`config.mk`:
```
export PLATFORM = sky130hd
export DESIGN_NAME = stream_find_replace
export DESIGN_NICKNAME = d
export VERILOG_FILES = /design/src/rtl/sfr_pkg.sv /design/src/rtl/sfr_front.sv /design/src/rtl/sfr_queue.sv /design/src/rtl/sfr_back.sv /design/src/rtl/stream_find_replace.sv
export SDC_FILE = /design/constraint.sdc
export NUM_CORES = 1
export LEC_CHECK = 0
export BUFFER_PORTS_ARGS = -buffer_cell sky130_fd_sc_hd__buf_2
export CORE_UTILIZATION = 34
export CTS_BUF_LIST = sky130_fd_sc_hd__clkbuf_8 sky130_fd_sc_hd__clkbuf_16
export DETAILED_ROUTE_END_ITERATION = 10
export PLACE_DENSITY_LB_ADDON = 0.3
export SYNTH_ARGS = -nofsm -noshare
export SYNTH_HDL_FRONTEND = slang
export SYNTH_SLANG_ARGS = --single-unit
```
`constraint.sdc`:
```
create_clock -name clk -period 22.6 [get_ports clk]
set_clock_uncertainty 0.1 [all_clocks]
set_input_delay 3.39 -clock clk [delete_from_list [all_inputs] [get_ports clk]]
set_output_delay 3.39 -clock clk [all_outputs]
set_load 0.01 [all_outputs]
```
`src/rtl/sfr_pkg.sv`:
```
// ----------------------------------------------------------------------------
// sfr_pkg
// Shared types, constants and helpers for the stream find-and-replace block.
// ----------------------------------------------------------------------------
package sfr_pkg;

  localparam int MAX_PATTERN = 8;
  localparam int MAX_REPL    = 8;
  localparam int LEN_W       = 4;
  localparam int CNT_W       = $clog2(MAX_PATTERN + 2);
  localparam int QDEPTH      = 2;
  localparam int QPTR_W      = $clog2(QDEPTH);
  localparam int QCNT_W      = $clog2(QDEPTH + 1);
  localparam int IDX_W       = $clog2(MAX_REPL);

  // Configuration register indexes
  typedef enum logic [1:0] {
    REG_PATTERN     = 2'd0,
    REG_PATTERN_LEN = 2'd1,
    REG_REPL        = 2'd2,
    REG_REPL_LEN    = 2'd3
  } reg_idx_t;

  typedef struct packed {
    logic [8*MAX_PATTERN-1:0] pattern;
    logic [LEN_W-1:0]         pattern_len;
    logic [8*MAX_REPL-1:0]    replacement;
    logic [LEN_W-1:0]         replacement_len;
  } cfg_t;

  // One queued burst of output bytes
  typedef struct packed {
    logic [8*MAX_REPL-1:0] bytes;
    logic [LEN_W-1:0]      len;   // 1..8
    logic                  last;  // burst ends the stream
  } cmd_t;

  typedef struct packed {
    logic full;
    logic empty;
  } q_status_t;

  // Length register clamp: zero acts as one, above max acts as max.
  function automatic logic [LEN_W-1:0] clamp_len(input logic [LEN_W-1:0] len,
                                                 input logic [LEN_W-1:0] max_len);
    logic [LEN_W-1:0] r;
    r = len;
    if (r == '0) r = LEN_W'(1);
    if (r > max_len) r = max_len;
    return r;
  endfunction

endpackage

```
`src/rtl/sfr_front.sv`:
```
// ----------------------------------------------------------------------------
// sfr_front
// Window keeper and matcher: takes one byte per transfer, compares the window
// against the pattern and issues one output burst command when bytes leave.
// ----------------------------------------------------------------------------
module sfr_front
  import sfr_pkg::*;
(
  input  logic             clk,
  input  logic             rst,
  input  logic             accept,
  input  logic [7:0]       in_byte,
  input  logic             in_last,
  input  cfg_t             cfg,
  output logic             push,
  output cmd_t             cmd,
  output logic [CNT_W-1:0] win_count
);

  logic [7:0]       win [0:MAX_PATTERN-1];
  logic [7:0]       ext [0:MAX_PATTERN];
  logic [CNT_W-1:0] cnt_inc;
  logic [LEN_W-1:0] plen;
  logic [LEN_W-1:0] rlen;
  logic [MAX_PATTERN-1:0] byte_ok;
  logic             match;
  logic             at_len;
  logic             pop;
  logic [CNT_W-1:0] win_count_next;

  always_comb begin
    plen    = clamp_len(cfg.pattern_len, LEN_W'(MAX_PATTERN));
    rlen    = clamp_len(cfg.replacement_len, LEN_W'(MAX_REPL));
    cnt_inc = win_count + CNT_W'(1);
    // window with the new byte appended at position win_count
    for (int i = 0; i < MAX_PATTERN; i++) begin
      ext[i] = (CNT_W'(i) < win_count) ? win[i] : in_byte;
    end
    ext[MAX_PATTERN] = in_byte;
    for (int i = 0; i < MAX_PATTERN; i++) begin
      byte_ok[i] = (CNT_W'(i) >= CNT_W'(plen)) ||
                   (ext[i] == cfg.pattern[8*i +: 8]);
    end
    at_len = cnt_inc >= CNT_W'(plen);
    match  = (cnt_inc == CNT_W'(plen)) && (&byte_ok);
    pop    = at_len && !match;
  end

  always_comb begin
    cmd.bytes = '0;
    cmd.len   = LEN_W'(1);
    cmd.last  = in_last;
    push      = 1'b0;
    if (match) begin
      cmd.bytes = cfg.replacement;
      cmd.len   = rlen;
      push      = accept;
    end else if (in_last) begin
      // oldest byte plus flush of the rest, capped at eight results
      for (int i = 0; i < MAX_REPL; i++) begin
        cmd.bytes[8*i +: 8] = ext[i];
      end
      cmd.len = (cnt_inc > CNT_W'(MAX_REPL)) ? LEN_W'(MAX_REPL) : LEN_W'(cnt_inc);
      push    = accept;
    end else if (pop) begin
      cmd.bytes[7:0] = ext[0];
      push           = accept;
    end
  end

  always_comb begin
    if (in_last || match) begin
      win_count_next = '0;
    end else if (pop) begin
      win_count_next = win_count;
    end else begin
      win_count_next = cnt_inc;
    end
  end

  always_ff @(posedge clk) begin
    if (rst) begin
      win_count <= '0;
    end else if (accept) begin
      win_count <= win_count_next;
    end
  end

  always_ff @(posedge clk) begin
    if (accept) begin
      for (int i = 0; i < MAX_PATTERN; i++) begin
        win[i] <= pop ? ext[i+1] : ext[i];
      end
    end
  end

endmodule

```
`src/rtl/sfr_queue.sv`:
```
// ----------------------------------------------------------------------------
// sfr_queue
// Two-entry command FIFO between the matcher and the byte expander.
// ----------------------------------------------------------------------------
module sfr_queue
  import sfr_pkg::*;
(
  input  logic      clk,
  input  logic      rst,
  input  logic      push,
  input  cmd_t      push_cmd,
  input  logic      pop,
  output cmd_t      head,
  output q_status_t status
);

  cmd_t              mem [0:QDEPTH-1];
  logic [QPTR_W-1:0] wr_ptr;
  logic [QPTR_W-1:0] rd_ptr;
  logic [QCNT_W-1:0] count;
  logic              do_push;
  logic              do_pop;

  assign status.full  = (count == QCNT_W'(QDEPTH));
  assign status.empty = (count == '0);
  assign do_push      = push && !status.full;
  assign do_pop       = pop && !status.empty;
  assign head         = mem[rd_ptr];

  always_ff @(posedge clk) begin
    if (rst) begin
      wr_ptr <= '0;
      rd_ptr <= '0;
      count  <= '0;
    end else begin
      if (do_push) wr_ptr <= (wr_ptr == QPTR_W'(QDEPTH - 1)) ? '0 : wr_ptr + QPTR_W'(1);
      if (do_pop)  rd_ptr <= (rd_ptr == QPTR_W'(QDEPTH - 1)) ? '0 : rd_ptr + QPTR_W'(1);
      if (do_push && !do_pop) count <= count + QCNT_W'(1);
      else if (do_pop && !do_push) count <= count - QCNT_W'(1);
    end
  end

  always_ff @(posedge clk) begin
    if (do_push) begin
      mem[wr_ptr] <= push_cmd;
    end
  end

endmodule

```
`src/rtl/sfr_back.sv`:
```
// ----------------------------------------------------------------------------
// sfr_back
// Byte expander: walks the head burst one byte per output transfer.
// ----------------------------------------------------------------------------
module sfr_back
  import sfr_pkg::*;
(
  input  logic       clk,
  input  logic       rst,
  input  cmd_t       head,
  input  q_status_t  q_status,
  output logic       pop,
  output logic       out_valid,
  input  logic       out_ready,
  output logic [7:0] out_byte,
  output logic       run_last,
  output logic       stream_end
);

  logic [IDX_W-1:0] idx;
  logic [LEN_W-1:0] len_m1;
  logic             xfer;

  assign len_m1     = head.len - LEN_W'(1);
  assign out_valid  = !q_status.empty;
  assign out_byte   = head.bytes[8*idx +: 8];
  assign run_last   = (LEN_W'(idx) == len_m1);
  assign stream_end = run_last && head.last;
  assign xfer       = out_valid && out_ready;
  assign pop        = xfer && run_last;

  always_ff @(posedge clk) begin
    if (rst) begin
      idx <= '0;
    end else if (xfer) begin
      idx <= run_last ? '0 : idx + IDX_W'(1);
    end
  end

endmodule

```
`src/rtl/stream_find_replace.sv`:
```
// ----------------------------------------------------------------------------
// stream_find_replace
// Streaming literal find-and-replace on a byte stream.
// ----------------------------------------------------------------------------
// Usage:
//   Input bytes arrive on the s_* channel, one byte per transfer, s_tlast on
//   the final byte of a stream. Each leftmost, non-overlapping match of the
//   pattern (1..8 bytes) is replaced by the replacement string (1..8 bytes);
//   replaced text is not rescanned. On s_tlast all pending bytes are flushed.
//   Output bytes leave on m_*; m_tuser marks the last byte caused by one input
//   transfer, m_tlast the very last byte of the stream.
//   Configuration is written through cfg_we/cfg_index/cfg_data while the
//   block is idle; it applies from the next input transfer.
// Queueing and throughput:
//   Bursts are registered in the queue and leave from its head. Inputs
//   that cause zero or one byte go at one transfer per cycle while the queue
//   has room. An input that causes n bytes holds the expander for n transfers;
//   the matcher keeps running until the two-entry queue fills, then s_tready drops.
// Reset:
//   rst clears the window, the queue and the expander and loads pattern = 0,
//   pattern_len = 1, replacement = 0, replacement_len = 1.
// Stall:
//   A stalled m_tready holds the current byte; the input side stalls only
//   once the queue is full.
// ----------------------------------------------------------------------------
module stream_find_replace
  import sfr_pkg::*;
(
  input  logic        clk,
  input  logic        rst,
  // input stream
  input  logic        s_tvalid,
  output logic        s_tready,
  input  logic [7:0]  s_tdata,   // [7:0] in_byte
  input  logic        s_tlast,   // in_last
  // output stream
  output logic        m_tvalid,
  input  logic        m_tready,
  output logic [7:0]  m_tdata,   // [7:0] out_byte
  output logic        m_tlast,   // stream_end
  output logic [0:0]  m_tuser,   // [0] run_last
  // configuration writes
  input  logic        cfg_we,
  input  logic [1:0]  cfg_index,
  input  logic [63:0] cfg_data
);

  cfg_t             cfg;
  logic             accept;
  logic             push;
  cmd_t             push_cmd;
  cmd_t             head;
  q_status_t        q_status;
  logic             pop;
  logic [CNT_W-1:0] win_count;
  logic             run_last;

  // Configuration registers; length registers keep their low four bits.
  always_ff @(posedge clk) begin
    if (rst) begin
      cfg.pattern         <= '0;
      cfg.pattern_len     <= LEN_W'(1);
      cfg.replacement     <= '0;
      cfg.replacement_len <= LEN_W'(1);
    end else if (cfg_we) begin
      unique case (reg_idx_t'(cfg_index))
        REG_PATTERN:     cfg.pattern         <= cfg_data;
        REG_PATTERN_LEN: cfg.pattern_len     <= cfg_data[LEN_W-1:0];
        REG_REPL:        cfg.replacement     <= cfg_data;
        REG_REPL_LEN:    cfg.replacement_len <= cfg_data[LEN_W-1:0];
        default: ;
      endcase
    end
  end

  // Input is taken whenever the burst queue has room, even if the output
  // side is stalled.
  assign s_tready = !q_status.full;
  assign accept   = s_tvalid && s_tready;

  sfr_front u_front (
    .clk       (clk),
    .rst       (rst),
    .accept    (accept),
    .in_byte   (s_tdata),
    .in_last   (s_tlast),
    .cfg       (cfg),
    .push      (push),
    .cmd       (push_cmd),
    .win_count (win_count)
  );

  sfr_queue u_queue (
    .clk      (clk),
    .rst      (rst),
    .push     (push),
    .push_cmd (push_cmd),
    .pop      (pop),
    .head     (head),
    .status   (q_status)
  );

  sfr_back u_back (
    .clk        (clk),
    .rst        (rst),
    .head       (head),
    .q_status   (q_status),
    .pop        (pop),
    .out_valid  (m_tvalid),
    .out_ready  (m_tready),
    .out_byte   (m_tdata),
    .run_last   (run_last),
    .stream_end (m_tlast)
  );

  assign m_tuser[0] = run_last;

  // Stream end is always the last byte of a run.
  a_end_is_run_last: assert property (@(posedge clk) disable iff (rst)
    m_tvalid && m_tlast |-> m_tuser[0])
    else $error("stream end without run last");

  // The final input byte empties the window.
  a_last_clears_window: assert property (@(posedge clk) disable iff (rst)
    s_tvalid && s_tready && s_tlast |=> win_count == '0)
    else $error("window not cleared after last byte");

  // Window never holds more than the largest pattern.
  a_window_bound: assert property (@(posedge clk) disable iff (rst)
    win_count <= CNT_W'(MAX_PATTERN))
    else $error("window overflow");

  // Output valid tracks a pending burst in the queue.
  a_valid_tracks_queue: assert property (@(posedge clk) disable iff (rst)
    accept && push && !m_tvalid |=> m_tvalid)
    else $error("pushed burst not presented");

endmodule
```
Yosys cells after proc, flatten, opt, wreduce, memory -nomap -nowiden:

Memory sizes are Yosys's and may differ from the RTL's. A register that Yosys moved wholly into a read port is not among the register bits.
Cells that the tools add are included.

* shift operators: 1
* mux-type cells: 42
* equality and inequality tests: 15
* order comparisons: 20
* reductions and logical operators: 35
* add/subtract/negate cells: 7

Operators by type and width (number)
* 2-to-1 mux 8 bit: 18
* 2-to-1 mux 68 bit: 1
* equality test 8 bit: 8
* indexed part select 64 x 7 -> 8 bit: 1
* 2-to-1 mux 56 bit: 1
* 2-to-1 mux 4 bit: 8
* greater-or-equal comparator 3 x 4 -> 1 bit (first input constant): 4
* less-than comparator 3 x 4 -> 1 bit (first input constant): 4
* > comparator 4 bit (second input constant): 3
* 2-to-1 mux 1 bit: 11
* logical AND 1 bit: 10
* AND reduction 2 bit: 5
* logical OR 1 bit: 9
* greater-or-equal comparator 1 x 4 -> 1 bit (first input constant): 2
* greater-or-equal comparator 2 x 4 -> 1 bit (first input constant): 2
* logical NOT 4 bit: 2
* less-than comparator 1 x 4 -> 1 bit (first input constant): 2
* less-than comparator 2 x 4 -> 1 bit (first input constant): 2
* AND reduction 8 bit: 1
* equality test 2 bit (second input constant): 3
* logical NOT 1 bit: 5
* adder 4 x 1 -> 4 bit (second input constant): 1
* equality test 3 x 4 -> 1 bit: 1
* equality test 4 bit: 1
* 12 further kinds: 15

* output and inout port bits: 12
* word-level logic and storage cells: 131
* memories: 2
* RAM bits: 202
* register bits: 147
* bits of input ports: 80

Memory list
* u_queue.mem: words 2, width 69, rd ports 1, clocked after Yosys merged registers in 1, wr ports 1, RTL line sfr_queue.sv:17 `cmd_t mem [0:QDEPTH-1];`
* u_front.win: words 8, width 8, rd ports 8, clocked after Yosys merged registers in 0, wr ports 8, RTL line sfr_front.sv:20 `logic [7:0] win [0:MAX_PATTERN-1];`

Logic depth before layout (Yosys ltp):

Gate-level depths: netlist (run 1).

* depth in word-level cells: 18
* gate-level depth with buffers: 18
* gate-level depth less buffers: 14

Cells and area by module:

A second synthesis (run 1) with hierarchy kept.

* cell total of the unflattened synthesis: 1746
* area total of the unflattened synthesis: 19144.6 um^2

Modules (own cells, without submodules)
* sfr_front: instances 1, area each 7508.5 um^2, cells each 928, seq. area each 2001.9 um^2
* stream_find_replace: instances 1, area each 5602.9 um^2, cells each 517, seq. area each 2722.6 um^2
* sfr_queue: instances 1, area each 5235.0 um^2, cells each 240, seq. area each 4244.1 um^2
* sfr_back: instances 1, area each 798.3 um^2, cells each 61, seq. area each 60.1 um^2

Least setup slack after synthesis (run 1):

OpenSTA, ideal clock, no wires.

* kind: input to register
* from: input s_tlast
* to: memory u_queue.mem[0][0] (netlist name) (enable)
* path buffers: 2
* stages on the path: 4
* slack: 13315 ps
* data arrival time: 8604 ps
* setup time: 581 ps
* data required time: 21919 ps
* cells stage by stage: clkbuf_1 -> nor2_1 -> clkbuf_1 -> nor3_1

* word-level cells in the longest chain between the ends: 5

RTL lines
* start, declared: RTL line stream_find_replace.sv:35 `input logic s_tlast,`
* 2-to-1 mux 1 bit: RTL line sfr_front.sv:58 `end else if (in_last) begin`
* 2-to-1 mux 1 bit: RTL line sfr_front.sv:54 `if (match) begin`
* logical AND 1 bit: RTL line sfr_queue.sv:26 `assign do_push = push && !status.full;`
* 2-to-1 mux 1 bit: RTL line sfr_queue.sv:44 `if (do_push) begin`
* 2-to-1 mux 1 bit (not written as such): RTL line sfr_queue.sv:45 `mem[wr_ptr] <= push_cmd;`
* end, declared: RTL line sfr_queue.sv:17

Every way passes these cells.

==> qor.yml, run 1 <==
status:
  status: "finished clean"
worst_setup_path:
  worstSetupPathType: "input pin to register"
  critPathMaxFanout: 40
  cp-start-kind: "input pin"
  cp-end-kind: "register"
  worstPathRequired_ns: 22.73
  critPathArrivalTime_ns: 7.50
clock_tree:
  clkTransAtPathRegs_ns: 0.06
  cts_max_path_buffers: 3
  cts_resized: 0
  cts_hold_buf: 0
  cts_tree: "built"
  root_buffer: "clkbuf_16"
  clock_sinks: 350
  cts_made_buffers: 38
  htree_levels: 2
  clk_latency_ns: 0.55
  cts_setup_buffers: 0
sta:
  fin_crit_ns: 7.36
  final-setup-viol-count: 0
  rsz0062_at_grt: "false"
  finalWorstSetupSlack_ns: 15.24
  setup_tns_ns: 0
  relSlewSlack_pct: 24.0
  drv_slew: 0
  hold_viol_final: 0
  clock.fmax_mhz: 136
  tightest_slew_ns: 1.14
  fin_crit_sh_pct: 32.6
synthesis:
  post-synth-top-count-cell: "nand2_1"
  synth_area_per_cell_um2: 10.2
  synth.top_cell.area_share_pct: 34.9
  yosys-top-cells-area: "edfxtp_1 35%, dfxtp_1 17%, nand2_1 8.5%"
  yosysTopAreaCell: "edfxtp_1"
  netlist_area_um2: 17400
  synth_ff_type: "edfxtp_1"
  synth_edf_count: 202
  async_reset_ff_share_pct: 0
  ys.warnings.count: 0
  synth-seq-cells: 350
  yosysSeqAreaShare_pct: 51.9
  synth_common_cells: "396 x nand2_1, 202 x edfxtp_1, 156 x a21oi_1, 148 x dfxtp_1, 79 x clkbuf_1"
  syn_nets: 1788
  synthCells: 1698
  ys_types: 76
routing:
  viasPerCell: 5.61
  num_vias: 13600
  drtPass1Iterations: 6
  wirelength_um: 56500
  drc_errors: 0
  post_drt_wl_per_cell_um: 23.3
  drt_iter0_drc: 1486
  antenna_left: 0
placement:
  io_buffers: 91
  place_hpwl_um: 39300
  post-place-ws_ns: 14.73
  place_area_um2: 18300
  place.gp.congestion: 0.890
run:
  maxCapViolCount: 0
global_route:
  grt_max_degree: 144
  grt_pass1_vias: 12800
  grt_usage_pct: 21.2
  antenna_found_initial: 2
  grt_pass1_wl_um: 84300
  grt-ovfl-total: 0
floorplanning:
  num_rows: 82
  dieHeight_um: 228
  die_area_um2: 52100
  initial_core_util_pct: 34.6
  coreArea_um2: 50300
  ios: 92
  die_w_um: 228
power_and_ir_drop:
  ir_drop_v: 0.0000515
  p_leak_nw: 7.04
  cellPowerDensity_nw_per_um2: 85.1
  finalPower_mw: 1.67
final_layout:
  area_growth_pct: 12.5
  fin_nets: 1817
  postLayoutCellArea_um2: 19600
  drive_above_1_share_pct: 16.1
hold_path:
  hp-class: "register to register"
-- stage by stage --
step                util, %  hold slack, ns  cells
global placement       36.5           0.342   2359
global route           38.9           0.369   2429
finish                 38.9           0.354   2430
detailed placement     36.5           0.347   2359
floorplan                 -           0.336   1698
CTS                    38.9           0.355   2429
-- critical path: stages --
cell       delay, ns
buf_2           0.36
or4b_2          0.64
a21oi_1         0.15
a221oi_1        0.06
nand4_1         0.20
a2111oi_2       0.09
or3_1           0.61
a21oi_4         0.61
buf_4           0.50
mux2i_1         0.65
a221oi_1        0.19
-- cell type report --
class                      instances  area, um^2
fill                            4919       30700
sequential                       350        9030
multi-input combinational       1184        7670
clock buffer                      47        1090
tap                              672         841
timing repair buffer             114         643
clock inverter                    23         150
inverter                          39         146
antenna                            1        2.50
-- sequential cells by signal, indices dropped and copies added (netlist names), named ones only --
signal,count
u_front.win,64
u_queue.rd_ptr,1
u_queue.mem,138
u_front.win_count,4
cfg,136
u_queue.wr_ptr,1
u_back.idx,3
u_queue.count,2
-- worst paths after layout --
kind / from / end / slack [ns] / depth (start not counted)
worst min-delay path: cfg[67]$_SDFFE_PP0P_ / cfg[67]$_SDFFE_PP0P_ / 0.35 / 2
worst max-delay path: s_tdata[0] / u_front.win[0][11]$_DFFE_PP_ / 15.24 / 11
worst min register to register: cfg[67]$_SDFFE_PP0P_ / cfg[67]$_SDFFE_PP0P_ / 0.35 / 2
worst max register to register: u_front.win_count[1]$_SDFFE_PP0P_ / u_front.win[1][14]$_DFFE_PP_ / 16.61 / 14
-- logic make-up after synthesis --
family          Yosys count  synth area share, %
buf+inv                 164                 4.22
fa+ha+maj                10                0.719
mux                     125                 10.2
flops                   350                 51.9
xor+xnor                 45                 2.27
compound gates          342                 13.4
simple gates            662                 17.3
-- cells in the final DEF, fill, tap and decap left out, types with 5 or more instances in the layout --
cell type and n:
nand4_1 5, nor4_1 10, nor2b_1 25, o221a_2 21, clkbuf_16 39, clkinv_2 5
o21ai_0 30, inv_1 42, a2111oi_0 7, nand3_1 28, or3_1 17, mux2i_1 73
o211ai_1 7, a21o_1 27, and3_1 10, ha_1 10, edfxtp_1 202, or2_2 6
xnor2_1 15, dfxtp_1 146, mux2_2 10, nor3_1 45, a221oi_1 21, nand2b_1 9
nor3b_1 14, a221o_1 5, clkbuf_8 8, a21oi_1 155, a22oi_1 6, buf_2 90
clkinv_1 5, o22ai_1 13, nand3b_1 24, xor2_1 30, mux4_2 40, nor2_1 52
nand2_1 396, o22a_1 8, buf_4 23
-- layer usage --
metal	share of wire, %	up-vias	track usage [%]	wire, um
li1	-	6206	-	-
met1	45	6802	30.1	25300
met2	46	530	33.7	26100
met3	6.4	93	2.59	3610
met4	2.6	4	6.12	1480
met5	0.048	-	0	27
-- report_power, final --
group          internal, mW  total [mW]  switching, mW
registers             0.755       0.791         0.0361
logic                0.0993       0.265          0.166
clock network         0.344       0.609          0.264
(Power assumes the default switching activity.)
==> run 2: changes to the inputs <==
- ABC_AREA: default -> 1
- clock period: 22.6 -> 6.75 ns (I/O delays scaled with it)
==> run 2 against run 1 <==
  * Final area down 1.9%
  * First-iteration DRC count shrank 17%
  * Synthesized area shrank 2.8%
  * Sequential power increased to 4.2 times the previous value
  * Critical path depth up 8
  * Synthesized cell count rose by 22%
  * Via count up 6.4%
  * Final cell count up 16%
  * Hold slack got worse by 0.011 ns
  * Count of clock-buffer cells in the layout increased by 1
  * Largest cell class unchanged
==> qor.yml, run 2 <==
sta:
  setup_tns_ns: 0  # unchanged
  tightest_slew_ns: 1.10  # was 1.14 ns
  fin_crit_ns: 4.74
  fin_crit_sh_pct: 70.3
  relSlewSlack_pct: 26.7  # was 24.0%
  final-setup-viol-count: 0  # unchanged
  hold_viol_final: 0  # unchanged
  clock.fmax_mhz: 211
  rsz0062_at_grt: "false"  # unchanged
  drv_slew: 0  # unchanged
synthesis:
  synth_edf_count: 202  # unchanged
  async_reset_ff_share_pct: 0  # unchanged
  ys.warnings.count: 0  # unchanged
  yosysTopAreaCell: "edfxtp_1"  # unchanged
  yosysSeqAreaShare_pct: 53.4  # was 51.9%
  synthCells: 2077  # was 1698
  synth_common_cells: "435 x nand2_1, 317 x o21ai_0, 241 x inv_1, 210 x nor2_1, 202 x edfxtp_1"  # was 396 x nand2_1, 202 x edfxtp_1, 156 x a21oi_1, 148 x dfxtp_1, 79 x clkbuf_1
  netlist_area_um2: 16900  # was 17400 um^2
  ys_types: 37  # was 76
  synth.top_cell.area_share_pct: 35.9  # was 34.9%
  post-synth-top-count-cell: "nand2_1"  # unchanged
  yosys-top-cells-area: "edfxtp_1 36%, dfxtp_1 18%, nand2_1 9.7%"  # was edfxtp_1 35%, dfxtp_1 17%, nand2_1 8.5%
  synth-seq-cells: 350  # unchanged
  synth_ff_type: "edfxtp_1"  # unchanged
  syn_nets: 2167  # was 1788
  synth_area_per_cell_um2: 8.14  # was 10.2 um^2
clock_tree:
  cts_hold_buf: 0  # unchanged
  cts_tree: "built"  # unchanged
  cts_setup_buffers: 0  # unchanged
  cts_made_buffers: 38  # unchanged
  root_buffer: "clkbuf_16"  # unchanged
  clkTransAtPathRegs_ns: 0.07  # was 0.06 ns
  cts_max_path_buffers: 3  # unchanged
  cts_resized: 0  # unchanged
  clock_sinks: 350  # unchanged
  htree_levels: 2  # unchanged
  clk_latency_ns: 0.55  # about the same
floorplanning:
  initial_core_util_pct: 34.5  # was 34.6%
  coreArea_um2: 49000  # was 50300 um^2
  dieHeight_um: 225  # was 228 um
  die_w_um: 225  # was 228 um
  ios: 92  # unchanged
  num_rows: 81  # was 82
  die_area_um2: 50600  # was 52100 um^2
worst_setup_path:
  cp-start-kind: "register"  # was input pin
  r2r.worst_path.cells: 19  # was 14
  worstPathRequired_ns: 6.87  # was 22.73 ns
  cp-end-kind: "register"  # unchanged
  worstSetupPathType: "register to register"  # was input pin to register
  r2r_slack_ns: 2.01  # was 16.61 ns
  critPathMaxFanout: 70  # was 40
  critPathArrivalTime_ns: 4.86  # was 7.50 ns
final_layout:
  final-seq-area_um2: 9030  # about the same
  top_regs: "u_queue.mem: 138 flops, cfg: 136 flops, u_front.win: 64 flops"  # unchanged
  area_growth_pct: 13.5  # was 12.5%
  top_register: "u_queue.mem"  # unchanged
  drive_above_1_share_pct: 9.18  # was 16.1%
  fin_nets: 2205  # was 1817
  fin_util_pct: 39.2  # was 38.9%
  multiInputGateArea_um2: 6460  # was 7670 um^2
  largest_register_ff_count: 138  # unchanged
  final_common_cell: "nand2_1"  # unchanged
  stdcell_count: 2810  # was 2430
  layout_common_cells: "435 x nand2_1, 317 x o21ai_0, 251 x inv_1, 209 x nor2_1, 202 x edfxtp_1"  # was 396 x nand2_1, 202 x edfxtp_1, 155 x a21oi_1, 146 x dfxtp_1, 90 x buf_2
  nFillCells: 5039  # was 4919
placement:
  io_buffers: 91  # unchanged
  placed_cells: 2739  # was 2359
  place_hpwl_um: 37900  # was 39300 um
  place.gp.congestion: 0.904  # was 0.890
power_and_ir_drop:
  cellPowerDensity_nw_per_um2: 450  # was 85.1 nW/um^2
  p_leak_nw: 8.20  # was 7.04 nW
  ir_drop_v: 0.000189  # was 0.0000515 V
routing:
  num_vias: 14500  # was 13600
  wirelength_um: 53800  # was 56500 um
  antenna_left: 0  # unchanged
  drc_errors: 0  # unchanged
  post_drt_wl_per_cell_um: 19.1  # was 23.3 um
  drt_iter0_drc: 1229  # was 1486
  drtPass1Iterations: 5  # was 6
  viasPerCell: 5.16  # was 5.61
global_route:
  grt_max_degree: 76  # was 144
  antenna_found_initial: 3  # was 2
  grt_pass1_wl_um: 80900  # was 84300 um
  grt_pass1_vias: 13500  # was 12800
  grt_usage_pct: 21.0  # was 21.2%
  grt-ovfl-total: 0  # unchanged
run:
  maxCapViolCount: 0  # unchanged
hold_path:
  hold_depth: 2  # unchanged
  hp-class: "register to register"  # unchanged
status:
  status: "finished clean"  # unchanged
-- run 2: per-stage QoR --
stage               power [mW]  hold slack, ns  area, um^2  setup slack, ns
floorplan                 5.50           0.320       16900            0.814
global placement          6.48           0.329       17900             1.96
detailed placement        6.52           0.334       17900             1.95
CTS                       8.66           0.343       19200             2.05
global route              9.18           0.356       19200             1.59
finish                    8.64           0.343       19200             2.01
-- run 2: area by class of cell --
cell class                 count  share of cell area, %
clock buffer                  48                   5.91
tap                          664                   4.33
inverter                     248                   4.86
antenna                        1                 0.0130
sequential                   350                   47.0
clock inverter                22                  0.867
multi-input combinational   1365                   33.7
timing repair buffer         112                   3.32
-- run 2: kinds of logic after synthesis --
kind of cell,after synthesis,synth area share (%)
AO/OA/AOI/OAI,532,16.6
XOR/XNOR,10,0.518
adder cells (fa/ha/maj),10,0.740
buffers and inverters,362,8.64
flip-flops,350,53.4
multiplexers,3,0.178
AND/OR/NAND/NOR,810,19.9
-- run 2: worst max-delay path: stages, from the launching register on --
cell and delay (ns):
dfxtp_1 0.41, inv_2 0.18, ha_1 0.37, inv_2 0.09
nand2_2 0.12, nand2_1 0.27, nand2_1 0.22, nand2_1 0.14
nand2_1 0.09, nand2_1 0.05, nor2_1 0.10, nand2_1 0.07
nor2_1 0.29, nor2_1 0.07, nor2_1 0.19, nand2_4 0.40
nand3_2 0.25, nand3_1 0.12, inv_2 0.48, buf_12 0.32
-- run 2: final timing paths --
kind	startpoint	to
setup / recovery	u_front.win_count[1]$_SDFFE_PP0P_	u_queue.mem[1][49]$_DFFE_PP_
hold / removal	cfg[24]$_SDFFE_PP0P_	cfg[24]$_SDFFE_PP0P_
setup reg to reg	u_front.win_count[1]$_SDFFE_PP0P_	u_queue.mem[1][49]$_DFFE_PP_
hold reg to reg	cfg[24]$_SDFFE_PP0P_	cfg[24]$_SDFFE_PP0P_
-- run 2: per-layer routing --
metal | vias up | part of all wire, % | track usage (%)
met2 | 504 | 45 | 33.3
met5 | - | 0.039 | 0
li1 | 7008 | - | -
met1 | 6904 | 45 | 29.4
met3 | 87 | 6.6 | 3.25
met4 | 4 | 2.7 | 6.58
-- run 2: power by group --
group / switching [mW] / internal (mW) / total [mW]
combinational: 2.31 / 0.907 / 3.21
sequential: 0.212 / 3.08 / 3.29
clock: 0.872 / 1.26 / 2.14
total: 3.39 / 5.25 / 8.64
